File: src/design/ccs_pkg.sv
// Types and constants of the call control sequencer
package ccs_pkg;

   localparam int NUM_LINES = 8;
   localparam int LINE_W    = 3;
   localparam int DIGIT_W   = 4;
   localparam int COUNT_W   = 16;

   localparam logic [DIGIT_W-1:0] ALL_PHONES     = 4'd9;
   localparam logic [DIGIT_W-1:0] DIGIT_ZERO_KEY = 4'd10;

   localparam logic [1:0] DIAL_ROTARY = 2'd0;
   localparam logic [1:0] DIAL_TONE   = 2'd1;
   localparam logic [1:0] DIAL_NONE   = 2'd2;
   localparam logic [1:0] DIAL_HANGUP = 2'd3;

   localparam logic [COUNT_W-1:0] RING_HOLD_RESET = 16'd500;

   typedef enum logic [3:0] {
      ST_IDLE        = 4'd0,
      ST_TRUNK_ALERT = 4'd1,
      ST_EXT_ACC     = 4'd2,
      ST_LIFTED      = 4'd3,
      ST_SECOND      = 4'd4,
      ST_OUT_ROT     = 4'd5,
      ST_OUT_TONE    = 4'd6,
      ST_LOCAL_ALERT = 4'd7,
      ST_INT_ACC     = 4'd8
   } state_type;

   typedef enum logic [3:0] {
      CMD_RING_ALL     = 4'd0,
      CMD_DIAL_TONE    = 4'd1,
      CMD_ANSWER_EXT   = 4'd2,
      CMD_STOP_RING    = 4'd3,
      CMD_RELEASE      = 4'd4,
      CMD_OUT_ROT      = 4'd5,
      CMD_OUT_TONE     = 4'd6,
      CMD_ARM_SECOND   = 4'd7,
      CMD_RING_LINE    = 4'd8,
      CMD_CONNECT_INT  = 4'd9,
      CMD_FORWARD      = 4'd10,
      CMD_RELEASE_DROP = 4'd11
   } cmd_type;

   typedef struct packed {
      logic               req_type;
      logic               ring_sense_n;
      logic               line_present;
      logic [LINE_W-1:0]  line_number;
      logic               pickup;
      logic [1:0]         dial_result;
      logic [DIGIT_W-1:0] dialed_digit;
   } req_item_type;

   typedef struct packed {
      cmd_type            command;
      logic [LINE_W-1:0]  cmd_line;
      logic [DIGIT_W-1:0] cmd_digit;
      state_type          after_state;
   } rsp_item_type;

   typedef struct packed {
      logic               pending;
      logic [COUNT_W-1:0] count;
   } ring_state_type;

endpackage

File: src/design/ccs_ring_detect.sv
// Ring indicator debounce and ring hold countdown, one tick step
module ccs_ring_detect
   import ccs_pkg::*;
(
   input  logic               ring_sense_n,
   input  logic [COUNT_W-1:0] ring_hold,
   input  ring_state_type     ring_cur,
   output ring_state_type     ring_next
);

   always_comb begin
      ring_next = ring_cur;
      if (!ring_sense_n && !ring_cur.pending) begin
         ring_next.pending = 1'b1;
      end else if (ring_sense_n && ring_cur.pending) begin
         ring_next.pending = 1'b0;
      end else if (!ring_sense_n && ring_cur.pending) begin
         ring_next.count   = ring_hold;
         ring_next.pending = 1'b0;
      end else if (ring_cur.count != '0) begin
         ring_next.count = ring_cur.count - COUNT_W'(1);
      end
   end

endmodule

File: src/design/ccs_call_fsm.sv
// Call state machine: call state, ring detector and line/digit memory
module ccs_call_fsm
   import ccs_pkg::*;
(
   input  logic               clock,
   input  logic               reset,
   input  logic               fire,
   input  req_item_type       req,
   input  logic [COUNT_W-1:0] ring_hold,
   output logic               emit,
   output rsp_item_type       rsp
);

   state_type          state_ff, state_in;
   ring_state_type     ring_ff, ring_in, ring_step;
   logic [LINE_W-1:0]  origin_ff, origin_in;
   logic [DIGIT_W-1:0] target_ff, target_in;
   cmd_type            cmd;
   logic [DIGIT_W-1:0] digit;
   logic               have_line;
   logic               is_tick;
   logic               state_ok;

   ccs_ring_detect u_ring_detect (
      .ring_sense_n (req.ring_sense_n),
      .ring_hold    (ring_hold),
      .ring_cur     (ring_ff),
      .ring_next    (ring_step)
   );

   assign have_line = req.line_present &&
                      ({1'b0, req.line_number} < (LINE_W+1)'(NUM_LINES));
   assign is_tick   = !req.req_type;
   assign state_ok  = (state_ff <= ST_INT_ACC);

   always_ff @(posedge clock) begin
      if (reset) begin
         state_ff  <= ST_IDLE;
         ring_ff   <= '0;
         origin_ff <= '0;
         target_ff <= '0;
      end else begin
         state_ff  <= state_in;
         ring_ff   <= ring_in;
         origin_ff <= origin_in;
         target_ff <= target_in;
      end
   end

   always_comb begin
      state_in  = state_ff;
      ring_in   = ring_ff;
      origin_in = origin_ff;
      target_in = target_ff;
      emit      = 1'b0;
      cmd       = CMD_RELEASE;
      digit     = '0;
      if (fire) begin
         if (is_tick && state_ok) begin
            ring_in = ring_step;
         end
         case (state_ff)
            ST_IDLE: begin
               if (is_tick) begin
                  if (have_line) origin_in = req.line_number;
                  if (ring_in.count != '0) begin
                     emit     = 1'b1;
                     cmd      = CMD_RING_ALL;
                     digit    = ALL_PHONES;
                     state_in = ST_TRUNK_ALERT;
                  end else if (have_line) begin
                     emit     = 1'b1;
                     cmd      = CMD_DIAL_TONE;
                     state_in = ST_LIFTED;
                  end
               end
            end
            ST_TRUNK_ALERT: begin
               if (is_tick) begin
                  if (req.pickup) begin
                     ring_in.count = '0;
                     if (have_line) origin_in = req.line_number;
                     emit     = 1'b1;
                     cmd      = CMD_ANSWER_EXT;
                     state_in = ST_EXT_ACC;
                  end else if (ring_in.count == '0) begin
                     emit     = 1'b1;
                     cmd      = CMD_STOP_RING;
                     state_in = ST_IDLE;
                  end
               end
            end
            ST_EXT_ACC, ST_OUT_TONE, ST_INT_ACC: begin
               if (is_tick && !have_line) begin
                  emit     = 1'b1;
                  cmd      = CMD_RELEASE;
                  state_in = ST_IDLE;
               end
            end
            ST_LOCAL_ALERT: begin
               if (is_tick) begin
                  if (have_line) origin_in = req.line_number;
                  if (req.pickup) begin
                     emit     = 1'b1;
                     cmd      = CMD_CONNECT_INT;
                     digit    = target_ff;
                     state_in = ST_INT_ACC;
                  end else if (!have_line) begin
                     emit     = 1'b1;
                     cmd      = CMD_RELEASE;
                     state_in = ST_IDLE;
                  end
               end
            end
            ST_LIFTED: begin
               if (!is_tick) begin
                  emit = 1'b1;
                  if (req.dial_result == DIAL_ROTARY || req.dial_result == DIAL_TONE) begin
                     if (req.dialed_digit == DIGIT_ZERO_KEY) begin
                        if (req.dial_result == DIAL_ROTARY) begin
                           if (have_line) origin_in = req.line_number;
                           cmd      = CMD_OUT_ROT;
                           state_in = ST_OUT_ROT;
                        end else begin
                           cmd      = CMD_OUT_TONE;
                           state_in = ST_OUT_TONE;
                        end
                     end else begin
                        cmd      = CMD_ARM_SECOND;
                        state_in = ST_SECOND;
                     end
                  end else begin
                     cmd      = CMD_RELEASE;
                     state_in = ST_IDLE;
                  end
               end
            end
            ST_SECOND: begin
               if (!is_tick) begin
                  target_in = req.dialed_digit;
                  emit      = 1'b1;
                  cmd       = CMD_RING_LINE;
                  digit     = req.dialed_digit;
                  state_in  = ST_LOCAL_ALERT;
               end
            end
            ST_OUT_ROT: begin
               if (!is_tick) begin
                  if (req.dial_result == DIAL_ROTARY) begin
                     emit  = 1'b1;
                     cmd   = CMD_FORWARD;
                     digit = req.dialed_digit;
                  end else if (req.dial_result == DIAL_HANGUP) begin
                     emit     = 1'b1;
                     cmd      = CMD_RELEASE_DROP;
                     state_in = ST_IDLE;
                  end
               end
            end
            default: begin
               emit     = 1'b1;
               cmd      = CMD_RELEASE;
               state_in = ST_IDLE;
            end
         endcase
      end
   end

   always_comb begin
      rsp.command     = cmd;
      rsp.cmd_line    = origin_in;
      rsp.cmd_digit   = digit;
      rsp.after_state = state_in;
   end

endmodule

File: src/design/call_control_sequencer_top.sv
// Call control sequencer top level: request register, call FSM, response register
//
// Takes one request per clock cycle while no response is held waiting for
// rsp_ready. A request is registered on acceptance and evaluated against the
// call state once the response register is free or being read; its command
// (if any) is then registered and drives the response port. Throughput is set
// by the combinational call FSM between the request and response registers;
// the request side stalls only while a response is held waiting for rsp_ready.
// csr_write_data loads the ring hold time in ticks.
module call_control_sequencer_top
   import ccs_pkg::*;
(
   input  logic               clock,
   input  logic               reset,
   input  logic               req_valid,
   output logic               req_ready,
   input  logic               req_type,
   input  logic               req_ring_sense_n,
   input  logic               req_line_present,
   input  logic [LINE_W-1:0]  req_line_number,
   input  logic               req_pickup,
   input  logic [1:0]         req_dial_result,
   input  logic [DIGIT_W-1:0] req_dialed_digit,
   output logic               rsp_valid,
   input  logic               rsp_ready,
   output logic [3:0]         rsp_command,
   output logic [LINE_W-1:0]  rsp_cmd_line,
   output logic [DIGIT_W-1:0] rsp_cmd_digit,
   output logic [3:0]         rsp_after_state,
   input  logic               csr_write_enable,
   input  logic [COUNT_W-1:0] csr_write_data
);

   logic               req_valid_ff, req_valid_in;
   req_item_type       req_ff;
   logic               rsp_valid_ff, rsp_valid_in;
   rsp_item_type       rsp_ff, rsp_next;
   logic [COUNT_W-1:0] hold_ff;
   logic               fire;
   logic               emit;

   assign fire      = req_valid_ff && (!rsp_valid_ff || rsp_ready);
   assign req_ready = !req_valid_ff || fire;

   always_comb begin
      req_valid_in = req_valid_ff;
      if (req_ready) begin
         req_valid_in = req_valid;
      end
      rsp_valid_in = rsp_valid_ff;
      if (fire && emit) begin
         rsp_valid_in = 1'b1;
      end else if (rsp_ready) begin
         rsp_valid_in = 1'b0;
      end
   end

   always_ff @(posedge clock) begin
      if (reset) begin
         req_valid_ff <= 1'b0;
         rsp_valid_ff <= 1'b0;
         hold_ff      <= RING_HOLD_RESET;
      end else begin
         req_valid_ff <= req_valid_in;
         rsp_valid_ff <= rsp_valid_in;
         if (csr_write_enable) begin
            hold_ff <= csr_write_data;
         end
      end
   end

   always_ff @(posedge clock) begin
      if (req_valid && req_ready) begin
         req_ff.req_type     <= req_type;
         req_ff.ring_sense_n <= req_ring_sense_n;
         req_ff.line_present <= req_line_present;
         req_ff.line_number  <= req_line_number;
         req_ff.pickup       <= req_pickup;
         req_ff.dial_result  <= req_dial_result;
         req_ff.dialed_digit <= req_dialed_digit;
      end
      if (fire && emit) begin
         rsp_ff <= rsp_next;
      end
   end

   ccs_call_fsm u_call_fsm (
      .clock     (clock),
      .reset     (reset),
      .fire      (fire),
      .req       (req_ff),
      .ring_hold (hold_ff),
      .emit      (emit),
      .rsp       (rsp_next)
   );

   assign rsp_valid       = rsp_valid_ff;
   assign rsp_command     = rsp_ff.command;
   assign rsp_cmd_line    = rsp_ff.cmd_line;
   assign rsp_cmd_digit   = rsp_ff.cmd_digit;
   assign rsp_after_state = rsp_ff.after_state;

endmodule

File: config.mk
export PLATFORM = sky130hd
export DESIGN_NAME = call_control_sequencer_top
export DESIGN_NICKNAME = d
export VERILOG_FILES = /design/src/design/ccs_pkg.sv /design/src/design/ccs_ring_detect.sv /design/src/design/ccs_call_fsm.sv /design/src/design/call_control_sequencer_top.sv
export SDC_FILE = /design/constraint.sdc
export NUM_CORES = 1
export LEC_CHECK = 0
export ABC_AREA = 1
export BUFFER_PORTS_ARGS = -buffer_cell sky130_fd_sc_hd__buf_4
export CORE_MARGIN = 2
export CORE_UTILIZATION = 45
export DETAILED_ROUTE_END_ITERATION = 10
export GPL_TIMING_DRIVEN = 0
export HOLD_SLACK_MARGIN = 0.08
export PLACE_DENSITY = 0.63
export SYNTH_ARGS = -nofsm -noshare
export SYNTH_HDL_FRONTEND = slang
export SYNTH_SLANG_ARGS = --single-unit
File: constraint.sdc
create_clock -name clock -period 3.8 [get_ports clock]
set_input_delay 0.19 -clock clock [delete_from_list [all_inputs] [get_ports clock]]
set_output_delay 0.19 -clock clock [all_outputs]
set_load 0.03 [all_outputs]
==> results of run 1 <==
## Yosys cell counts (5+ instances only)
master	instances
ha_1	5
nor3_1	6
inv_1	69
nor2_1	95
nand2_1	168
o21ai_0	34
edfxtp_1	28
nand3_1	40
nand4_1	10
or2_2	5
nor2_4	5
clkbuf_1	12
a31oi_1	6
nand2_2	7
a21oi_1	27
dfxtp_1	46
## cells by family after synthesis
kind of cell               Yosys count  share of synthesized area (%)
AOI/OAI and AO/OA                   91                           12.7
buffers and inverters               88                           7.91
xor gates and xnor gates             2                          0.410
DFF                                 74                           41.2
adders and majority gates            5                           1.46
and+or+nand+nor                    351                           36.3
## worst paths after layout
kind / to / depth (start not counted)
setup / recovery: rsp_after_state[0]$_DFFE_PP_ / 20
hold / removal: hold_ff[14]$_SDFFE_PP0P_ / 3
setup reg to reg: rsp_after_state[0]$_DFFE_PP_ / 20
hold reg to reg: hold_ff[4]$_SDFFE_PP1P_ / 2
## registers in the layout, summed over array words and instances (netlist names), 3 cells and up
register / count
hold_ff: 16
u_call_fsm.origin_ff: 3
req_ff: 13
u_call_fsm.state_ff: 4
rsp_cmd_digit: 4
u_call_fsm.ring_ff: 17
u_call_fsm.target_ff: 4
rsp_after_state: 4
rsp_cmd_line: 3
rsp_command: 4
## critical path: stages (launching register included)
cell and delay (ns):
dfxtp_1 0.34, inv_1 0.13, ha_1 0.31, nand2_4 0.15, nor2_4 0.15, nand2_2 0.14, nand2_1 0.09, nand2_1 0.05
nand2_1 0.06, nand2_1 0.06, nor2_1 0.11, nand2_1 0.10, nor2_1 0.12, nand3_1 0.13, nor2_4 0.18, nand3_2 0.10
nand2_1 0.08, nand2_1 0.08, nand3_2 0.08, nand2_2 0.07, inv_1 0.49
## cell type report
class	count	area share (%)
buffer	16	1.29
clock buffer	12	2.98
clock inverter	4	0.500
inverter	72	5.14
multi-input combinational	449	41.3
sequential	74	33.5
tap	129	3.07
timing repair buffer	76	12.1
## cell usage in the layout, fill, tap and decap left out, types with 7 or more instances in the layout
master,instances
dfxtp_1,46
inv_1,69
dlygate4sd3_1,27
nor2_1,95
buf_4,50
edfxtp_1,28
clkbuf_8,9
clkbuf_1,14
nand3_1,40
nand4_1,10
o21ai_0,34
nand2_2,7
a21oi_1,27
nand2_1,168
## layer usage
| layer | vias to the layer above | wire length, um |
|---|---|---|
| met5 | - | 0 |
| met4 | 0 | 111 |
| met3 | 10 | 757 |
| met2 | 159 | 5060 |
| met1 | 1938 | 6010 |
| li1 | 2166 | - |
## power breakdown
| group | switching (mW) | internal, mW |
|---|---|---|
| clock network | 0.310 | 0.277 |
| registers | 0.0312 | 0.863 |
| logic | 0.311 | 0.184 |
## timing repair
action / 4_1_cts / 5_1_grt
resized for setup: 0 / 0
hold buffers: 27 / 0
endpoints found under the hold margin: 27 / 0
setup endpoints to repair: 0 / 0
## per-stage QoR
stage          hold slack, ns  setup WS [ns]  total power [mW]
2_1_floorplan           0.289           1.15              1.24
6_report               0.0970          0.393              1.98
3_5_place_dp            0.369          0.445              1.38
3_3_place_gp            0.368          0.478              1.37
4_1_cts                0.0940          0.408              1.98
5_1_grt                 0.108          0.119              2.09
==> impl_metrics.toml, run 1 <==
[run_status]
status = "finished, final reports clean"

[timing]
finalClockSkew_ns = 0.0188
finalHoldViolCount = 0
fin_setup_tns_ns = 0
worst_pin_slew_ns = 0.769
fmax_mhz = 293
relSlewSlack_pct = 48.2
setup_viol = 0
grt_setup_unrepaired = "no"
fin_crit_sh_pct = 89.7
slew_viol_final = 0
layout_min_cycle_time_ns = 3.41

[detailed_routing]
ant_nets = 0
wl_per_cell_um = 14.4
drt-total-wl_um = 11900
dr.pass1.iters = 5
vias_per_cell = 5.14
post-route-drc-count = 0
first_iter_violations = 342
vias = 4273

[die]
io_pins = 51
die_w_um = 101
fp.dieH_um = 101
core_area_mm2 = 0.00924
initial_core_util_pct = 46.2
rows = 35
dieArea_mm2 = 0.0103

[synth]
yosysTopAreaCell = "dfxtp_1"
synth-edff-count = 28
ys_seq_area_share_pct = 41.2
synthDistinctLibCells = 40
synthTopCellsByArea = "dfxtp_1, edfxtp_1, nand2_1"
ys_ff_latch = 74
yosysWarnings = 0
synth_top_area_share_pct = 21.6
async_flop_share_pct = 0
netlist_area_mm2 = 0.00427
syn_nets = 650
synth_ff_type = "dfxtp_1"
synthCells = 611
syn_avg_cell_area_um2 = 6.99

[clock_network]
cts_tree = "done"
ctsHtreeMaxLevel = 3
cts_root_buf = "clkbuf_8"
cts_inserted_buffers = 9
clkLatencyLatePin_ns = 0.35
numClockSinks = 74
cts_buffer_depth = 2
postCtsSetupBuffers = 0
clk_pin_slew_ns = 0.09

[placed_design]
place_area_mm2 = 0.00480
portBuffers = 49
placedCellCount = 789
place_hpwl_um = 8790
place.gp.congestion = 0.977

[global_route]
grt_pass1_vias = 3911
met1_usage_pct = 37.5
grt_util_met3_pct = 3.17
grt_start_max_net_pins = 16
grt_usage_pct = 24.2
grt-ovfl-total = 0
grt_pass1_wl_um = 19400
top_usage_layer = "met1"
grt_antenna_before_repair = 0
met2_usage_pct = 34.9

[cells_and_area]
multiInputGateArea_mm2 = 0.00217
nets = 737
drive_gt1_share_pct = 13.8
fin_util_pct = 56.9
finalInstanceArea_mm2 = 0.00525
area_growth_pct = 23.0
stdcell_count = 832
n_antenna_cell = 0
regArea_mm2 = 0.00176
fillers = 875

[power]
peakVddDrop_mv = 0.195
powerDensity_mw_per_mm2 = 376
p_leak_nw = 2.48

[setup_path]
cp.required_ns = 3.78
crit_path_end_kind = "flip-flop"
startpoint = "u_call_fsm.ring_ff[0]$_SDFFE_PP0P_"
worstPathArrival_ns = 3.38
worst-path-max-fanout = 15
critical_path_class = "reg2reg"
crit-reg2reg-launch = "u_call_fsm.ring_ff[0]$_SDFFE_PP0P_"
reg2reg_slack_ns = 0.39
start_kind = "flip-flop"

[worst_hold_path]
hold_path.startpoint = "csr_write_data[14]"
hold_path_class = "in2reg"

[job]
maxCapViolCount = 0
No activity file was read; power rests on OpenSTA's default activity.
==> inputs of run 2 (changes only) <==
- ABC_AREA: 1 -> default
==> impl_metrics.toml, run 2 <==
[timing]
timing.hold.ws_ns = 0.115
worst_pin_slew_ns = 0.794
fmax_mhz = 270
setup_viol = 0
fin_crit_sh_pct = 97.4
slew_viol_final = 0
relSlewSlack_pct = 46.7
grt_setup_unrepaired = "no"
setup_slack_ns = 0.0976
finalClockSkew_ns = 0.0160
finalHoldViolCount = 0
layout_min_cycle_time_ns = 3.70

[clock_network]
clkLatencyLatePin_ns = 0.36
clk_pin_slew_ns = 0.08
ctsHtreeMaxLevel = 3
numClockSinks = 74
cts_inserted_buffers = 9
cts_tree = "done"
cts_root_buf = "clkbuf_8"
cts_buffer_depth = 2

[synth]
ys_top_cells_by_count = "nor2_1, dfxtp_1, nand2_1"
syn_nets = 519
synthTopCellsByArea = "dfxtp_1, edfxtp_1, nor2_1"
synthCells = 480
synth-edff-count = 28
synthDistinctLibCells = 64
async_flop_share_pct = 0
syn_avg_cell_area_um2 = 8.93
synth_most_common_cell = "nor2_1"
netlist_area_mm2 = 0.00429
ys_seq_area_share_pct = 41.1
ys_ff_latch = 74
synth_ff_type = "dfxtp_1"
synth_top_area_share_pct = 21.5
yosysWarnings = 0
yosysTopAreaCell = "dfxtp_1"

[die]
die_w_um = 102
dieArea_mm2 = 0.0103
io_pins = 51
rows = 35
initial_core_util_pct = 46.4
core_area_mm2 = 0.00924
fp.dieH_um = 102

[setup_path]
crit-reg2reg-launch = "u_call_fsm.ring_ff[2]$_SDFFE_PP0P_"
cpPeakStageDelay_ns = 0.52
r2r_end = "rsp_after_state[1]$_DFFE_PP_"
start_kind = "flip-flop"
cp.required_ns = 3.86
path_cells = "nor4_1 > nand4_1 > nand2b_1 > a311oi_2 > o211ai_1 > nor4_4 > nand2_2 > a22o_1 > a211oi_4 > buf_12"
critPathCapture = "rsp_after_state[1]$_DFFE_PP_"
worstPathArrival_ns = 3.76
worst_path_max_delay_cell = "nor4_1"
worst-path-max-fanout = 15
startpoint = "u_call_fsm.ring_ff[2]$_SDFFE_PP0P_"
reg2reg_slack_ns = 0.1
critical_path_class = "reg2reg"
crit_path_end_kind = "flip-flop"
reg2reg_depth = 10

[worst_hold_path]
hold_path_class = "in2reg"

[detailed_routing]
drt-total-wl_um = 13300
top_layer_used = "met4"
ant_nets = 0
wl_per_cell_um = 18.8
wl_met1_um = 6000
met3_length_um = 1360
vias = 4259
post-route-drc-count = 0
first_iter_violations = 513
vias_per_cell = 6.03
dr.pass1.iters = 5
dr_wl_met2_um = 5690

[cells_and_area]
stdcell_count = 706
drive_gt1_share_pct = 16.6
layout_commonest_cell = "nor2_1"
largest_reg_flops = 17
largest-register = "u_call_fsm.ring_ff"
layout_common_cells = "nor2_1, buf_4, dfxtp_1, nand2_1, dlygate4sd3_1"
area_growth_pct = 25.0
nets = 611
n_antenna_cell = 0
reg.largest.list = "u_call_fsm.ring_ff x17, hold_ff x16, req_ff x13"

[power]
p_int_mw = 1.30
p_leak_nw = 2.06
peakVddDrop_mv = 0.223
pwr-share-comb_pct = 24.9
power_frac_seq_pct = 46.2
power_frac_clock_pct = 28.8
swShare_pct = 32.8
powerDensity_mw_per_mm2 = 361
switchingPower_mw = 0.634

[global_route]
grt_start_max_net_pins = 16
grt-ovfl-total = 0
grt_usage_pct = 26.6
grt_pass1_wl_um = 20900
grt_pass1_vias = 3943
grt_antenna_before_repair = 0

[placed_design]
pre_cts_ws_ns = -0.653
portBuffers = 50
place_hpwl_um = 9510
placedCellCount = 659
place.gp.congestion = 0.985

[run_status]
status = "finished, final reports clean"

[job]
maxCapViolCount = 0
## run 2: cell types whose count changed in the layout (fill, tap and decap cells not counted), moves of 9 or more
cell      delta
nand2_1    -136
inv_1       -55
nor2_1      -35
nand3_1     -23
mux2i_1     +17
nor2b_1     +16
nand2b_1    +14
o21ai_0     -12
nor3_1       +9
## run 2: power groups by stage
stage	clock, mW	combinational (mW)	sequential, mW
after floorplan	0	0.291	0.914
after global placement	0	0.438	0.910
after detailed placement	0	0.435	0.910
after CTS	0.584	0.469	0.892
after global routing	0.613	0.516	0.898
final	0.558	0.482	0.894
## run 2: cell families after synthesis
| logic type | after synthesis | synth area share (%) |
|---|---|---|
| buffers and inverters | 42 | 3.97 |
| multiplexers | 19 | 4.49 |
| AND/OR/NAND/NOR | 204 | 26.3 |
| flip-flops | 74 | 41.1 |
| AO/OA/AOI/OAI | 135 | 22.5 |
| XOR/XNOR | 1 | 0.204 |
| adder cells (fa/ha/maj) | 5 | 1.46 |
## run 2: layer usage
metal | GRT usage, % | up-vias
met1 | 38.6 | 2003
met5 | 0 | -
li1 | - | 2000
met2 | 39.0 | 234
met3 | 6.28 | 22
met4 | 8.32 | 0
## run 2: how the worst min path moves through the flow
stage,startpoint,endpoint,depth (start not counted)
final,reset,rsp_valid$_SDFFE_PP0P_,3
after floorplan,req_dialed_digit[0],req_ff[0]$_DFFE_PP_,0
after global placement,req_line_number[0],req_ff[7]$_DFFE_PP_,1
after CTS,reset,rsp_valid$_SDFFE_PP0P_,3
after detailed placement,req_dialed_digit[3],req_ff[3]$_DFFE_PP_,1
after global routing,reset,rsp_valid$_SDFFE_PP0P_,3
## run 2: cell type report
type / count / area [um^2]
fill: 867 / 3880
multi-input combinational: 364 / 2390
sequential: 74 / 1760
timing repair buffer: 81 / 696
tap: 129 / 161
clock buffer: 10 / 128
buffer: 28 / 119
inverter: 14 / 52.6
clock inverter: 6 / 48.8
## run 2: what timing repair did
action,in CTS,in global routing
hold buffers,30,0
gates resized for setup,1,7
pin swaps,1,0
endpoints found under the setup margin,15,15
buffers inserted,1,0
endpoints found under the hold margin,30,0
## run 2: metrics by stage
stage / setup TNS (ns) / power [mW] / instance area (um^2) / utilization, %
floorplan: 0 / 1.20 / 4290 / -
global placement: -10.76 / 1.35 / 4830 / 52.3
detailed placement: -9.77 / 1.34 / 4830 / 52.3
CTS: 0 / 1.95 / 5330 / 57.7
global route: 0 / 2.03 / 5360 / 58.0
finish: 0 / 1.93 / 5360 / 58.0
## run 2: worst max-delay path: cells and delay by family (launching register included)
family / cells / cell delay [ns]
flip-flops: 1 / 0.43
buffers and inverters: 1 / 0.19
AND/OR/NAND/NOR: 5 / 1.72
AO/OA/AOI/OAI: 4 / 1.07
